**config.mk**
```make
export PLATFORM = sky130hd
export DESIGN_NAME = fsgs_ctrl
export DESIGN_NICKNAME = d
export VERILOG_FILES = /design/src/design/fsgs_pkg.sv /design/src/design/fsgs_ctrl.sv
export SDC_FILE = /design/constraint.sdc
export NUM_CORES = 1
export LEC_CHECK = 0
export BUFFER_PORTS_ARGS = -buffer_cell sky130_fd_sc_hd__buf_4
export CORE_UTILIZATION = 48
export CTS_CLUSTER_SIZE = 24
export DETAILED_ROUTE_END_ITERATION = 7
export PLACE_DENSITY = 0.76
export SYNTH_ARGS = -nofsm -noshare
export SYNTH_HDL_FRONTEND = slang
export SYNTH_SLANG_ARGS = --single-unit
```
**constraint.sdc**
```tcl
create_clock -name clk -period 2.1 [get_ports clk]
set_input_delay 0.21 -clock clk [delete_from_list [all_inputs] [get_ports clk]]
set_output_delay 0.21 -clock clk [all_outputs]
set_load 0.01 [all_outputs]
```
**src/design/fsgs_pkg.sv**
```systemverilog
// Types, constants and control structs of the falling-sand grid block.
package fsgs_pkg;

    localparam int CFG_W = 32;
    localparam int PCT_W = 7;
    localparam int ROW_W = 7;
    localparam int COL_W = 7;
    localparam int CFG_IDX_W = 2;

    localparam logic [CFG_W-1:0] LFSR_TAPS = 32'h8020_0003;
    localparam logic [CFG_W-1:0] SEED_RST = 32'd1;
    localparam logic [PCT_W-1:0] SPAWN_PCT_RST = 7'd10;
    localparam logic [PCT_W-1:0] MOVE_PCT_RST = 7'd95;

    // Reciprocal of 100 for an exact 32-bit quotient.
    localparam logic [CFG_W-1:0] RECIP_MUL = 32'h51EB_851F;
    localparam int RECIP_SHIFT = 37;
    localparam logic [PCT_W-1:0] DRAW_MOD = 7'd100;

    localparam int SPAWN_SRCS = 4;
    localparam int SPAWN_ROUNDS = 2;
    localparam int SPAWN_HALF = 10;
    localparam int SPAWN_SPAN = 2 * SPAWN_HALF + 1;

    localparam int NB_COUNT = 5;
    localparam int NB_DX [NB_COUNT] = '{0, 1, -1, -1, 1};
    localparam int NB_DY [NB_COUNT] = '{1, 1, 1, 0, 0};

    typedef enum logic [1:0] {
        KIND_TICK  = 2'd0,
        KIND_WALL  = 2'd1,
        KIND_READ  = 2'd2,
        KIND_CLEAR = 2'd3
    } kind_t;

    typedef enum logic [1:0] {
        CELL_EMPTY = 2'd0,
        CELL_SAND  = 2'd1,
        CELL_WALL  = 2'd2
    } cell_t;

    typedef enum logic [CFG_IDX_W-1:0] {
        CFG_RNG_SEED  = 2'd0,
        CFG_SPAWN_PCT = 2'd1,
        CFG_MOVE_PCT  = 2'd2
    } cfg_index_t;

    typedef enum logic [3:0] {
        ASEL_ITEM  = 4'd0,
        ASEL_CUR   = 4'd1,
        ASEL_NB    = 4'd2,
        ASEL_PUSH  = 4'd3,
        ASEL_SPAWN = 4'd4,
        ASEL_CLR   = 4'd5,
        ASEL_TOP   = 4'd6,
        ASEL_BOT   = 4'd7,
        ASEL_LEFT  = 4'd8,
        ASEL_RIGHT = 4'd9
    } addr_sel_t;

    typedef struct packed {
        kind_t            kind;
        logic [ROW_W-1:0] row;
        logic [COL_W-1:0] col;
        logic             wall_present;
    } req_t;

    typedef struct packed {
        cell_t cell_type;
        logic  done_res;
    } rsp_t;

    typedef struct packed {
        addr_sel_t addr_sel;
        logic      mem_rd;
        logic      mem_wr;
        cell_t     wr_cell;
        logic      item_load;
        logic      clr_inc;
        logic      par_clear;
        logic      par_toggle;
        logic      rng_step;
        logic      rng_mul;
        logic      spawn_init;
        logic      spawn_inc;
        logic      sweep_init;
        logic      sweep_next;
        logic      nb_init;
        logic      nb_inc;
        logic      push_init;
        logic      push_dec;
        logic      brd_row_init;
        logic      brd_col_init;
        logic      brd_inc_c;
        logic      brd_inc_r;
        logic      out_load;
    } ctrl_cmd_t;

    typedef struct packed {
        kind_t kind;
        logic  wall;
        logic  in_grid;
        logic  row_zero;
        cell_t rd_cell;
        logic  clr_last;
        logic  spawn_last;
        logic  sweep_last;
        logic  nb_ok;
        logic  nb_last;
        logic  push_top;
        logic  c_last;
        logic  r_last;
        logic  lt_spawn;
        logic  lt_move;
        logic  out_busy;
    } dp_status_t;

endpackage

```
**src/design/fsgs_ctrl.sv**
```systemverilog
// Sequencer of the falling-sand grid: drives the datapath one step per state.
module fsgs_ctrl
    import fsgs_pkg::*;
(
    input  logic       clk,
    input  logic       rst_n,
    input  logic       req_valid,
    output logic       req_stall,
    input  dp_status_t status,
    output ctrl_cmd_t  cmd
);

    typedef enum logic [26:0] {
        ST_IDLE     = 27'h0000001,
        ST_INIT     = 27'h0000002,
        ST_CLR      = 27'h0000004,
        ST_DISP     = 27'h0000008,
        ST_FIN_RD   = 27'h0000010,
        ST_FIN_WAIT = 27'h0000020,
        ST_SP_STEP  = 27'h0000040,
        ST_SP_MUL   = 27'h0000080,
        ST_SP_DEC   = 27'h0000100,
        ST_SW_INIT  = 27'h0000200,
        ST_SW_RD    = 27'h0000400,
        ST_SW_CHK   = 27'h0000800,
        ST_SW_ADV   = 27'h0001000,
        ST_MV_STEP  = 27'h0002000,
        ST_MV_MUL   = 27'h0004000,
        ST_MV_DEC   = 27'h0008000,
        ST_NB_RD    = 27'h0010000,
        ST_NB_CHK   = 27'h0020000,
        ST_MV_CLR   = 27'h0040000,
        ST_BR_TOP   = 27'h0080000,
        ST_BR_BOT   = 27'h0100000,
        ST_BR_LEFT  = 27'h0200000,
        ST_BR_RIGHT = 27'h0400000,
        ST_W_WAIT   = 27'h0800000,
        ST_P_RD     = 27'h1000000,
        ST_P_CHK    = 27'h2000000,
        ST_P_WALL   = 27'h4000000
    } state_t;

    state_t state_reg;
    state_t state_next;

    always_ff @(posedge clk or negedge rst_n)
    begin
        if (!rst_n)
        begin
            state_reg <= ST_INIT;
        end
        else
        begin
            state_reg <= state_next;
        end
    end

    assign req_stall = (state_reg != ST_IDLE);

    always_comb
    begin
        state_next = state_reg;
        cmd = '0;
        unique case (state_reg)
            ST_IDLE:
            begin
                if (req_valid)
                begin
                    cmd.item_load = 1'b1;
                    state_next = ST_DISP;
                end
            end
            ST_INIT, ST_CLR:
            begin
                cmd.addr_sel = ASEL_CLR;
                cmd.mem_wr = 1'b1;
                cmd.wr_cell = CELL_EMPTY;
                cmd.clr_inc = 1'b1;
                if (status.clr_last)
                begin
                    state_next = (state_reg == ST_INIT) ? ST_IDLE : ST_FIN_RD;
                end
            end
            ST_DISP:
            begin
                unique case (status.kind)
                    KIND_TICK:
                    begin
                        cmd.spawn_init = 1'b1;
                        cmd.par_toggle = 1'b1;
                        state_next = ST_SP_STEP;
                    end
                    KIND_WALL:
                    begin
                        if (status.in_grid)
                        begin
                            cmd.addr_sel = ASEL_ITEM;
                            cmd.mem_rd = 1'b1;
                            state_next = ST_W_WAIT;
                        end
                        else
                        begin
                            state_next = ST_FIN_RD;
                        end
                    end
                    KIND_READ:
                    begin
                        state_next = ST_FIN_RD;
                    end
                    KIND_CLEAR:
                    begin
                        cmd.par_clear = 1'b1;
                        state_next = ST_CLR;
                    end
                    default:
                    begin
                        state_next = ST_FIN_RD;
                    end
                endcase
            end
            ST_FIN_RD:
            begin
                cmd.addr_sel = ASEL_ITEM;
                cmd.mem_rd = 1'b1;
                state_next = ST_FIN_WAIT;
            end
            ST_FIN_WAIT:
            begin
                if (!status.out_busy)
                begin
                    cmd.out_load = 1'b1;
                    state_next = ST_IDLE;
                end
            end
            ST_SP_STEP:
            begin
                cmd.rng_step = 1'b1;
                state_next = ST_SP_MUL;
            end
            ST_SP_MUL:
            begin
                cmd.rng_mul = 1'b1;
                state_next = ST_SP_DEC;
            end
            ST_SP_DEC:
            begin
                cmd.addr_sel = ASEL_SPAWN;
                cmd.wr_cell = CELL_SAND;
                cmd.mem_wr = status.lt_spawn;
                cmd.spawn_inc = 1'b1;
                state_next = status.spawn_last ? ST_SW_INIT : ST_SP_STEP;
            end
            ST_SW_INIT:
            begin
                cmd.sweep_init = 1'b1;
                state_next = ST_SW_RD;
            end
            ST_SW_RD:
            begin
                cmd.addr_sel = ASEL_CUR;
                cmd.mem_rd = 1'b1;
                state_next = ST_SW_CHK;
            end
            ST_SW_CHK:
            begin
                state_next = (status.rd_cell == CELL_SAND) ? ST_MV_STEP : ST_SW_ADV;
            end
            ST_SW_ADV:
            begin
                if (status.sweep_last)
                begin
                    cmd.brd_row_init = 1'b1;
                    state_next = ST_BR_TOP;
                end
                else
                begin
                    cmd.sweep_next = 1'b1;
                    state_next = ST_SW_RD;
                end
            end
            ST_MV_STEP:
            begin
                cmd.rng_step = 1'b1;
                state_next = ST_MV_MUL;
            end
            ST_MV_MUL:
            begin
                cmd.rng_mul = 1'b1;
                state_next = ST_MV_DEC;
            end
            ST_MV_DEC:
            begin
                if (status.lt_move)
                begin
                    cmd.nb_init = 1'b1;
                    state_next = ST_NB_RD;
                end
                else
                begin
                    state_next = ST_SW_ADV;
                end
            end
            ST_NB_RD:
            begin
                if (status.nb_ok)
                begin
                    cmd.addr_sel = ASEL_NB;
                    cmd.mem_rd = 1'b1;
                    state_next = ST_NB_CHK;
                end
                else if (status.nb_last)
                begin
                    state_next = ST_SW_ADV;
                end
                else
                begin
                    cmd.nb_inc = 1'b1;
                end
            end
            ST_NB_CHK:
            begin
                if (status.rd_cell == CELL_EMPTY)
                begin
                    cmd.addr_sel = ASEL_NB;
                    cmd.mem_wr = 1'b1;
                    cmd.wr_cell = CELL_SAND;
                    state_next = ST_MV_CLR;
                end
                else if (status.nb_last)
                begin
                    state_next = ST_SW_ADV;
                end
                else
                begin
                    cmd.nb_inc = 1'b1;
                    state_next = ST_NB_RD;
                end
            end
            ST_MV_CLR:
            begin
                cmd.addr_sel = ASEL_CUR;
                cmd.mem_wr = 1'b1;
                cmd.wr_cell = CELL_EMPTY;
                state_next = ST_SW_ADV;
            end
            ST_BR_TOP:
            begin
                cmd.addr_sel = ASEL_TOP;
                cmd.mem_wr = 1'b1;
                cmd.wr_cell = CELL_EMPTY;
                state_next = ST_BR_BOT;
            end
            ST_BR_BOT:
            begin
                cmd.addr_sel = ASEL_BOT;
                cmd.mem_wr = 1'b1;
                cmd.wr_cell = CELL_EMPTY;
                if (status.c_last)
                begin
                    cmd.brd_col_init = 1'b1;
                    state_next = ST_BR_LEFT;
                end
                else
                begin
                    cmd.brd_inc_c = 1'b1;
                    state_next = ST_BR_TOP;
                end
            end
            ST_BR_LEFT:
            begin
                cmd.addr_sel = ASEL_LEFT;
                cmd.mem_wr = 1'b1;
                cmd.wr_cell = CELL_WALL;
                state_next = ST_BR_RIGHT;
            end
            ST_BR_RIGHT:
            begin
                cmd.addr_sel = ASEL_RIGHT;
                cmd.mem_wr = 1'b1;
                cmd.wr_cell = CELL_WALL;
                if (status.r_last)
                begin
                    state_next = ST_FIN_RD;
                end
                else
                begin
                    cmd.brd_inc_r = 1'b1;
                    state_next = ST_BR_LEFT;
                end
            end
            ST_W_WAIT:
            begin
                cmd.addr_sel = ASEL_ITEM;
                state_next = ST_FIN_RD;
                if (status.rd_cell == CELL_WALL && !status.wall)
                begin
                    cmd.mem_wr = 1'b1;
                    cmd.wr_cell = CELL_EMPTY;
                end
                else if (status.rd_cell == CELL_EMPTY && status.wall)
                begin
                    cmd.mem_wr = 1'b1;
                    cmd.wr_cell = CELL_WALL;
                end
                else if (status.rd_cell == CELL_SAND && status.wall)
                begin
                    if (status.row_zero)
                    begin
                        state_next = ST_P_WALL;
                    end
                    else
                    begin
                        cmd.push_init = 1'b1;
                        state_next = ST_P_RD;
                    end
                end
            end
            ST_P_RD:
            begin
                cmd.addr_sel = ASEL_PUSH;
                cmd.mem_rd = 1'b1;
                state_next = ST_P_CHK;
            end
            ST_P_CHK:
            begin
                if (status.rd_cell == CELL_EMPTY)
                begin
                    cmd.addr_sel = ASEL_PUSH;
                    cmd.mem_wr = 1'b1;
                    cmd.wr_cell = CELL_SAND;
                    state_next = ST_P_WALL;
                end
                else if (status.push_top)
                begin
                    state_next = ST_P_WALL;
                end
                else
                begin
                    cmd.push_dec = 1'b1;
                    state_next = ST_P_RD;
                end
            end
            ST_P_WALL:
            begin
                cmd.addr_sel = ASEL_ITEM;
                cmd.mem_wr = 1'b1;
                cmd.wr_cell = CELL_WALL;
                state_next = ST_FIN_RD;
            end
            default:
            begin
                state_next = ST_IDLE;
            end
        endcase
    end

endmodule

```
==> flow_results.xml, run 1 <==
<?xml version="1.0" encoding="UTF-8"?>
<metrics>
  <group name="run_status">
    <metric name="status" unit="">aborted with a tool error</metric>
    <metric name="lastStage" unit="">global routing</metric>
    <metric name="first-error" unit="">[ERROR GRT-0232] Routing congestion too high. Check the congestion heatmap in the GUI.</metric>
  </group>
  <group name="clock_network">
    <metric name="root_buf_cell" unit="">sky130_fd_sc_hd__clkbuf_8</metric>
    <metric name="numClockSinks" unit="">27</metric>
    <metric name="htree_num_levels" unit="">1</metric>
    <metric name="number_of_clock_buffers_inserted_by_tritoncts" unit="">3</metric>
    <metric name="cts-root-to-sink-buffers" unit="">2</metric>
  </group>
  <group name="placed_design">
    <metric name="placement.io_buffers" unit="">48</metric>
    <metric name="place.detailed.hpwl" unit="mm">4.96</metric>
    <metric name="routabilityCongestion" unit="">0.922</metric>
  </group>
  <group name="floorplanning">
    <metric name="initial_core_util" unit="">0.508</metric>
    <metric name="die_boundary_width" unit="um">65.0</metric>
    <metric name="io_pins" unit="">49</metric>
    <metric name="row_count" unit="">22</metric>
    <metric name="chipHeight" unit="um">65.0</metric>
  </group>
  <group name="global_route">
    <metric name="globalRouteTotalUtil" unit="">0.698</metric>
    <metric name="grt_max_degree" unit="">28</metric>
    <metric name="globalRoute.totalOverflow" unit="">22</metric>
  </group>
  <group name="timing">
    <metric name="type_of_pin_the_worst_path_ends_at" unit="">output port</metric>
    <metric name="crit_endpoint" unit="">cmd[7]</metric>
  </group>
  <group name="yosys">
    <metric name="synth.distinct_cells" unit="">53</metric>
    <metric name="post_synthesis_net_count" unit="">241</metric>
    <metric name="post_synth.cell_area_avg" unit="um^2">8.65</metric>
    <metric name="synthDominantCellAreaShare" unit="">0.342</metric>
    <metric name="syn-cell-area" unit="mm^2">0.00190</metric>
    <metric name="netlist_instances" unit="">220</metric>
    <metric name="synth.yosys.warnings" unit="">0</metric>
    <metric name="netlist.top_cell.by_area" unit="">sky130_fd_sc_hd__dfrtp_1</metric>
    <metric name="synth_seq_cells" unit="">27</metric>
    <metric name="ys_seq_area_frac" unit="">0.356</metric>
    <metric name="synth_edf_count" unit="">0</metric>
    <metric name="yosys-top-cells-count" unit="">29 x sky130_fd_sc_hd__nor2_1, 26 x sky130_fd_sc_hd__dfrtp_1, 21 x sky130_fd_sc_hd__nor3_1</metric>
    <metric name="synth.most_common_cell" unit="">sky130_fd_sc_hd__nor2_1</metric>
    <metric name="ys_dominant_reg_cell" unit="">sky130_fd_sc_hd__dfrtp_1</metric>
    <metric name="synth_async_sr_flop_share" unit="">1.00</metric>
    <metric name="synthTopCellsByArea" unit="">sky130_fd_sc_hd__dfrtp_1 34%, sky130_fd_sc_hd__nor2_1 5.7%, sky130_fd_sc_hd__nor3_1 5.5%</metric>
  </group>
</metrics>
[per-stage QoR]
step	instances	worst slack (ns)	cell area, um^2	hold slack (ns)
after floorplan	220	-0.0299	1910	-0.0856
after global placement	388	-0.233	2870	0.148
after detailed placement	388	-0.244	2870	0.147
after CTS	407	-0.377	3230	0.142
[what timing repair did]
| action | 4_1_cts |
|---|---|
| gates resized for setup | 42 |
| hold buffers | 1 |
| pin swaps | 11 |
| setup buffers | 15 |
| endpoints found under the hold margin | 26 |
| endpoints found under the setup margin | 33 |
[kinds of logic after synthesis]
| kind of cell | after synthesis | synth area share |
|---|---|---|
| xor gates and xnor gates | 3 | 0.0138 |
| and+or+nand+nor | 143 | 0.481 |
| buffers and inverters | 20 | 0.0460 |
| DFF | 27 | 0.356 |
| AOI/OAI and AO/OA | 25 | 0.0921 |
| muxes | 2 | 0.0112 |
[metal layers]
| metal | GRT overflow | track usage |
|---|---|---|
| met1 | 0 | 0.632 |
| met2 | 6 | 0.906 |
| met3 | 0 | 0.549 |
| met4 | 16 | 0.767 |
| met5 | 0 | 0.125 |
==> run 2: changes to the inputs <==
CORE_UTILIZATION = 33   (was 48)
CTS_CLUSTER_SIZE = unset   (was 24)
PLACE_DENSITY = unset   (was 0.76)
PLACE_DENSITY_LB_ADDON = 0.15   (was unset)
clock period = 2.73 ns   (was 2.1 ns; I/O delays follow)
==> flow_results.xml, run 2 <==
<?xml version="1.0" encoding="UTF-8"?>
<metrics>
  <group name="yosys">
    <metric name="largest_family_of_logic_cells_by_synthesized_area" unit="">simple AND/OR/NAND/NOR gates</metric>
    <metric name="synth.most_common_cell" unit="">sky130_fd_sc_hd__nor2_1</metric>
    <metric name="synth_fa_ha_area_frac" unit="">0</metric>
    <metric name="synth_compound_gate_area_share" unit="">0.0920</metric>
    <metric name="ys_dominant_reg_cell" unit="">sky130_fd_sc_hd__dfrtp_1</metric>
    <metric name="yosys-top-cells-count" unit="">29 x sky130_fd_sc_hd__nor2_1, 26 x sky130_fd_sc_hd__dfrtp_1, 21 x sky130_fd_sc_hd__nor3_1</metric>
    <metric name="synth_edf_count" unit="">0</metric>
    <metric name="syn-cell-area" unit="mm^2">0.00190</metric>
    <metric name="netlist_instances" unit="">220</metric>
    <metric name="synth_mux_area_frac" unit="">0.0112</metric>
    <metric name="synthSimpleGateAreaFrac" unit="">0.481</metric>
    <metric name="synth.yosys.warnings" unit="">0</metric>
    <metric name="synth_xor_area_frac" unit="">0.0138</metric>
    <metric name="synth_async_sr_flop_share" unit="">1.00</metric>
    <metric name="synth_seq_cells" unit="">27</metric>
    <metric name="post_synthesis_net_count" unit="">241</metric>
    <metric name="synthTopCellsByArea" unit="">sky130_fd_sc_hd__dfrtp_1 34%, sky130_fd_sc_hd__nor2_1 5.7%, sky130_fd_sc_hd__nor3_1 5.5%</metric>
    <metric name="netlist.top_cell.by_area" unit="">sky130_fd_sc_hd__dfrtp_1</metric>
    <metric name="ys_seq_area_frac" unit="">0.356</metric>
    <metric name="synthDominantCellAreaShare" unit="">0.342</metric>
    <metric name="synth.distinct_cells" unit="">53</metric>
    <metric name="post_synth.cell_area_avg" unit="um^2">8.65</metric>
  </group>
  <group name="placed_design">
    <metric name="place.detailed.hpwl" unit="mm">4.45</metric>
    <metric name="dp_worst_setup_slack" unit="ns">0.283</metric>
    <metric name="placement.io_buffers" unit="">48</metric>
    <metric name="post-place-cells" unit="">349</metric>
    <metric name="routabilityCongestion" unit="">0.827</metric>
  </group>
  <group name="timing">
    <metric name="final.setup_skew" unit="ns">0.0136</metric>
    <metric name="finalWorstSetupSlack" unit="ns">0.104</metric>
    <metric name="timing.max_slew.rel_slack" unit="">0.684</metric>
    <metric name="hold_violations" unit="">0</metric>
    <metric name="final_max_slew_viol_count" unit="">0</metric>
    <metric name="maxClockFrequency" unit="MHz">381</metric>
    <metric name="grt_setup_unrepaired" unit="">true</metric>
    <metric name="whs" unit="ns">0.197</metric>
    <metric name="setup_viol_count_final" unit="">0</metric>
    <metric name="period_share" unit="">0.962</metric>
    <metric name="worst_slew_pin_slew" unit="ns">0.472</metric>
    <metric name="min_period" unit="ns">2.63</metric>
  </group>
  <group name="final_layout">
    <metric name="design.final.nets" unit="">311</metric>
    <metric name="antenna_cells_inserted" unit="">0</metric>
    <metric name="top_library_cells_by_usage_in_the_layout_fill_and_taps_aside" unit="">68 x sky130_fd_sc_hd__buf_4, 29 x sky130_fd_sc_hd__nor2_1, 22 x sky130_fd_sc_hd__dfrtp_1</metric>
    <metric name="multi_input_comb_area" unit="mm^2">0.00122</metric>
    <metric name="utilization" unit="">0.474</metric>
    <metric name="fillcell_total" unit="">566</metric>
    <metric name="layout.cells.most_common" unit="">sky130_fd_sc_hd__buf_4</metric>
    <metric name="seqCellArea" unit="um^2">682</metric>
    <metric name="layoutNonFillerInstCount" unit="">361</metric>
    <metric name="share_of_cells_above_drive_strength_1" unit="">0.377</metric>
    <metric name="largest_register_ffs" unit="">27</metric>
    <metric name="area_overhead_of_the_layout_relative_to_synthesis" unit="%">37.9</metric>
  </group>
  <group name="floorplanning">
    <metric name="dieArea" unit="mm^2">0.00607</metric>
    <metric name="initial_core_util" unit="">0.343</metric>
    <metric name="die_boundary_width" unit="um">77.9</metric>
    <metric name="chipHeight" unit="um">77.9</metric>
    <metric name="io_pins" unit="">49</metric>
    <metric name="fp.coreArea" unit="mm^2">0.00554</metric>
    <metric name="row_count" unit="">27</metric>
  </group>
  <group name="worst_setup_path">
    <metric name="critPathLaunchType" unit="">flop</metric>
    <metric name="crit_required" unit="ns">2.46</metric>
    <metric name="crit_path_end_kind" unit="">output port</metric>
    <metric name="critical_path.top_delay_family" unit="">simple AND/OR/NAND/NOR gates</metric>
    <metric name="crit_path_cell_trace" unit="">nor4_4, buf_4, nand3_1, or3_4, and2_4, nor2_4, nor3_2, nand2_1, buf_4</metric>
    <metric name="cp_data_arrival_time" unit="ns">2.35</metric>
    <metric name="timing.setup.critical_path_class" unit="">reg -&gt; out</metric>
    <metric name="path_buf_inv" unit="">2</metric>
    <metric name="r2r_cells" unit="">8</metric>
    <metric name="delay_of_the_slowest_critical_path_stage" unit="ns">0.46</metric>
    <metric name="worstPathMaxFanout" unit="">5</metric>
    <metric name="cp_dominant_cell_by_count" unit="">sky130_fd_sc_hd__buf_4</metric>
    <metric name="cp_slowest_cell" unit="">sky130_fd_sc_hd__dfrtp_2</metric>
    <metric name="crit_cells" unit="">9</metric>
  </group>
  <group name="clock_network">
    <metric name="tritoncts_clock_tree" unit="">yes</metric>
    <metric name="root_buf_cell" unit="">sky130_fd_sc_hd__clkbuf_8</metric>
    <metric name="numClockSinks" unit="">27</metric>
    <metric name="htree_num_levels" unit="">1</metric>
    <metric name="cts-root-to-sink-buffers" unit="">2</metric>
    <metric name="clk_transition_reported_paths" unit="ns">0.09</metric>
    <metric name="skew_pair_late_insertion_delay" unit="ns">0.29</metric>
    <metric name="number_of_clock_buffers_inserted_by_tritoncts" unit="">3</metric>
  </group>
  <group name="routing">
    <metric name="vias" unit="">1915</metric>
    <metric name="wl" unit="mm">5.73</metric>
    <metric name="firstDrtPassIters" unit="">4</metric>
    <metric name="detail_route.vias_per_cell" unit="">5.30</metric>
    <metric name="drt_iter0_markers" unit="">119</metric>
    <metric name="antenna_left" unit="">0</metric>
    <metric name="avgRoutedWirePerCell" unit="um">15.9</metric>
    <metric name="drt_drc_violations_left" unit="">0</metric>
  </group>
  <group name="global_route">
    <metric name="globalRouteTotalUtil" unit="">0.192</metric>
    <metric name="first_global_vias" unit="">1717</metric>
    <metric name="antenna_violations_before_repair" unit="">0</metric>
    <metric name="grt_pass1_wl" unit="mm">8.85</metric>
    <metric name="globalRoute.totalOverflow" unit="">0</metric>
    <metric name="grt_max_degree" unit="">28</metric>
  </group>
  <group name="hold_path">
    <metric name="whs_path_depth" unit="">2</metric>
    <metric name="worstHoldPathType" unit="">in -&gt; reg</metric>
  </group>
  <group name="pwr">
    <metric name="power.density_cell_area" unit="mW/mm^2">435</metric>
    <metric name="p_total" unit="mW">1.14</metric>
    <metric name="max-vdd-ir-drop" unit="V">0.000291</metric>
    <metric name="power.leakage" unit="nW">1.26</metric>
  </group>
  <group name="flow_run">
    <metric name="max-cap-violations" unit="">0</metric>
  </group>
  <group name="run_status">
    <metric name="status" unit="">complete, no violations</metric>
  </group>
</metrics>
## run 2: cell families after synthesis
logic type,Yosys count
AND/OR/NAND/NOR,143
buffers and inverters,20
AO/OA/AOI/OAI,25
flip-flops,27
multiplexers,2
XOR/XNOR,3
## run 2: worst paths after layout
check,slack (ns),end,from
worst max-delay path,0.10,cmd[24],state_reg[22]$_DFFE_PN0P_
worst min-delay path,0.20,state_reg[26]$_DFFE_PN0P_,status[12]
worst max register to register,0.38,state_reg[12]$_DFFE_PN0P_,state_reg[2]$_DFFE_PN0P_
worst min register to register,0.55,state_reg[1]$_DFFE_PN1P_,state_reg[1]$_DFFE_PN1P_
max in group asynchronous,1.98,state_reg[22]$_DFFE_PN0P_,rst_n
min in group asynchronous,0.43,state_reg[8]$_DFFE_PN0P_,rst_n
## run 2: metal layers
metal  global-route usage  share of wire  vias up
met5                    0              0        -
met4               0.0519          0.014        0
met3               0.0329          0.038        6
met2                0.312           0.47       49
met1                0.263           0.48      908
li1                     -              -      952
## run 2: final cells by class
type                       count  area share
multi-input combinational    173       0.466
sequential                    27       0.260
timing repair buffer          69       0.198
tap                           72      0.0343
inverter                      16      0.0229
clock buffer                   3      0.0157
clock inverter                 1     0.00286
## run 2: worst reg2reg max path: stages (launching register included)
cell and delay (ns):
sky130_fd_sc_hd__dfrtp_1 0.46, sky130_fd_sc_hd__nor4_4 0.40, sky130_fd_sc_hd__buf_4 0.17, sky130_fd_sc_hd__nand2_1 0.08
sky130_fd_sc_hd__or4_1 0.54, sky130_fd_sc_hd__nor2_1 0.18, sky130_fd_sc_hd__a221oi_1 0.08, sky130_fd_sc_hd__o21ai_0 0.15
sky130_fd_sc_hd__o21ba_1 0.19
## run 2: metrics by stage
stage,TNS [ns],area (um^2)
after floorplan,0,1900
after global placement,0,2420
after detailed placement,0,2420
after CTS,0,2500
after global routing,-0.00389,2630
final,0,2630
## run 2: what timing repair did
action | CTS | global route
hold buffers | 1 | 0
gates resized for setup | 2 | 16
pin swaps | 1 | 7
buffers inserted | 0 | 7
endpoints found under the hold margin | 26 | 0
setup endpoints to repair | 6 | 18
## run 2: power by group
group          total, mW  switching, mW  internal [mW]
Clock              0.244          0.139          0.104
Combinational      0.442          0.253          0.188
Sequential         0.458         0.0385          0.420
Total               1.14          0.431          0.712
Power figures use the tool's default switching activity.
==> run 3: changes to the inputs <==
clock period = 3.2 ns   (was 2.73 ns; I/O delays follow)
==> flow_results.xml, run 3 (synthesis gave the netlist of run 2 again) <==
<?xml version="1.0" encoding="UTF-8"?>
<metrics>
  <group name="run_status">
    <metric name="status" unit="">complete, no violations</metric>
  </group>
  <group name="flow_run">
    <metric name="max-cap-violations" unit="">0</metric>
  </group>
  <group name="clock_network">
    <metric name="skew_pair_late_insertion_delay" unit="ns">0.27</metric>
    <metric name="numClockSinks" unit="">27</metric>
    <metric name="root_buf_cell" unit="">sky130_fd_sc_hd__clkbuf_8</metric>
    <metric name="cts-resized-gates" unit="">0</metric>
    <metric name="cts-root-to-sink-buffers" unit="">2</metric>
    <metric name="clk_transition_reported_paths" unit="ns">0.09</metric>
    <metric name="ctsHoldBuffers" unit="">1</metric>
    <metric name="number_of_clock_buffers_inserted_by_tritoncts" unit="">3</metric>
    <metric name="post-cts-setup-buffer-count" unit="">0</metric>
    <metric name="tritoncts_clock_tree" unit="">yes</metric>
    <metric name="htree_num_levels" unit="">1</metric>
  </group>
  <group name="global_route">
    <metric name="globalRoute.totalOverflow" unit="">0</metric>
    <metric name="first_global_vias" unit="">1742</metric>
    <metric name="globalRouteTotalUtil" unit="">0.184</metric>
    <metric name="antenna_violations_before_repair" unit="">0</metric>
    <metric name="grt_pass1_wl" unit="mm">8.59</metric>
    <metric name="grt_max_degree" unit="">28</metric>
  </group>
  <group name="final_layout">
    <metric name="area_overhead_of_the_layout_relative_to_synthesis" unit="%">26.0</metric>
    <metric name="top_library_cells_by_usage_in_the_layout_fill_and_taps_aside" unit="">50 x sky130_fd_sc_hd__buf_4, 29 x sky130_fd_sc_hd__nor2_1, 26 x sky130_fd_sc_hd__dfrtp_1</metric>
    <metric name="layoutNonFillerInstCount" unit="">343</metric>
    <metric name="final_cell_area" unit="mm^2">0.00240</metric>
    <metric name="largest_register_ffs" unit="">27</metric>
    <metric name="fillcell_total" unit="">592</metric>
    <metric name="layout.cells.most_common" unit="">sky130_fd_sc_hd__buf_4</metric>
    <metric name="share_of_cells_above_drive_strength_1" unit="">0.284</metric>
    <metric name="antenna_cells_inserted" unit="">0</metric>
    <metric name="design.final.nets" unit="">293</metric>
  </group>
  <group name="routing">
    <metric name="drt_drc_violations_left" unit="">0</metric>
    <metric name="drt_iter0_markers" unit="">71</metric>
    <metric name="firstDrtPassIters" unit="">4</metric>
    <metric name="vias" unit="">1863</metric>
    <metric name="antenna_left" unit="">0</metric>
    <metric name="wl" unit="mm">5.42</metric>
    <metric name="avgRoutedWirePerCell" unit="um">15.8</metric>
    <metric name="detail_route.vias_per_cell" unit="">5.43</metric>
  </group>
  <group name="pwr">
    <metric name="power.leakage" unit="nW">1.15</metric>
    <metric name="max-vdd-ir-drop" unit="V">0.000312</metric>
    <metric name="swShare" unit="">0.371</metric>
    <metric name="power_frac_clock" unit="">0.216</metric>
    <metric name="internal-power" unit="mW">0.573</metric>
    <metric name="p_seq_frac" unit="">0.422</metric>
    <metric name="p_sw" unit="mW">0.337</metric>
    <metric name="power.density_cell_area" unit="mW/mm^2">379</metric>
    <metric name="pwr-share-comb" unit="">0.363</metric>
    <metric name="p_total" unit="mW">0.910</metric>
  </group>
  <group name="timing">
    <metric name="final.setup_skew" unit="ns">0.00111</metric>
    <metric name="final_max_slew_viol_count" unit="">0</metric>
    <metric name="setup_viol_count_final" unit="">0</metric>
    <metric name="fin_tns_setup" unit="ns">0</metric>
    <metric name="maxClockFrequency" unit="MHz">335</metric>
    <metric name="worst_slew_pin_slew" unit="ns">0.564</metric>
    <metric name="hold_violations" unit="">0</metric>
    <metric name="grt_setup_unrepaired" unit="">false</metric>
    <metric name="min_period" unit="ns">2.98</metric>
    <metric name="timing.max_slew.rel_slack" unit="">0.621</metric>
    <metric name="period_share" unit="">0.932</metric>
  </group>
  <group name="worst_setup_path">
    <metric name="critPathLaunchType" unit="">flop</metric>
    <metric name="reg2reg_slack" unit="ns">0.57</metric>
    <metric name="crit_required" unit="ns">2.88</metric>
    <metric name="worstPathMaxFanout" unit="">13</metric>
    <metric name="cp_data_arrival_time" unit="ns">2.66</metric>
    <metric name="timing.setup.critical_path_class" unit="">reg -&gt; out</metric>
    <metric name="crit_path_end_kind" unit="">output port</metric>
  </group>
  <group name="floorplanning">
    <metric name="fp.coreArea" unit="mm^2">0.00554</metric>
    <metric name="io_pins" unit="">49</metric>
    <metric name="row_count" unit="">27</metric>
    <metric name="die_boundary_width" unit="um">77.9</metric>
    <metric name="dieArea" unit="mm^2">0.00607</metric>
    <metric name="initial_core_util" unit="">0.343</metric>
    <metric name="chipHeight" unit="um">77.9</metric>
  </group>
  <group name="placed_design">
    <metric name="place.detailed.hpwl" unit="mm">4.34</metric>
    <metric name="post-place-cells" unit="">338</metric>
    <metric name="placement.io_buffers" unit="">48</metric>
    <metric name="placed_area" unit="mm^2">0.00234</metric>
    <metric name="routabilityCongestion" unit="">0.855</metric>
  </group>
  <group name="hold_path">
    <metric name="worstHoldPathType" unit="">in -&gt; reg</metric>
  </group>
</metrics>
## run 3: layout make-up
class	count	area, um^2	share of cell area
Multi-Input combinational cell	173	1140	0.475
Clock buffer	3	41.3	0.0172
Timing Repair Buffer	51	385	0.161
Inverter	16	60.1	0.0251
Clock inverter	1	5.00	0.00209
Tap cell	72	90.1	0.0376
Sequential cell	27	677	0.282
## run 3: layer usage
layer | part of all wire | GRT usage | vias to the layer above | wire length (um)
li1 | - | - | 914 | -
met1 | 0.47 | 0.243 | 870 | 2550
met5 | 0 | 0 | - | 0
met2 | 0.46 | 0.301 | 67 | 2470
met4 | 0.025 | 0.0630 | 0 | 133
met3 | 0.049 | 0.0329 | 12 | 268
## run 3: critical path: stages, from the launching register on
cell                       delay (ns)
sky130_fd_sc_hd__dfrtp_1         0.44
sky130_fd_sc_hd__nor4_4          0.47
sky130_fd_sc_hd__nand4_2         0.39
sky130_fd_sc_hd__or3_1           0.55
sky130_fd_sc_hd__o311ai_1        0.35
sky130_fd_sc_hd__buf_4           0.18
## run 3: power by group through the flow
stage	Sequential [mW]	Clock [mW]	Combinational, mW
2_1_floorplan	0.385	0	0.210
3_3_place_gp	0.390	0	0.326
3_5_place_dp	0.391	0	0.326
4_1_cts	0.383	0.200	0.330
5_1_grt	0.388	0.218	0.365
6_report	0.384	0.196	0.330
## run 3: worst paths after layout
path | to | cells after the start | startpoint
worst max-delay path | cmd[22] | 5 | state_reg[13]$_DFFE_PN0P_
worst min-delay path | state_reg[26]$_DFFE_PN0P_ | 2 | status[12]
worst max register to register | state_reg[12]$_DFFE_PN0P_ | 7 | state_reg[13]$_DFFE_PN0P_
worst min register to register | state_reg[1]$_DFFE_PN1P_ | 1 | state_reg[1]$_DFFE_PN1P_
max in group asynchronous | state_reg[1]$_DFFE_PN1P_ | 2 | rst_n
min in group asynchronous | state_reg[6]$_DFFE_PN0P_ | 2 | rst_n
## run 3: per-stage QoR
step | worst slack (ns) | utilization | hold WS [ns]
4_1_cts | 0.217 | 0.433 | 0.255
3_3_place_gp | 0.558 | 0.423 | 0.260
5_1_grt | 0.0209 | 0.433 | 0.260
3_5_place_dp | 0.537 | 0.423 | 0.259
6_report | 0.219 | 0.433 | 0.252
2_1_floorplan | 0.814 | - | 0.0244
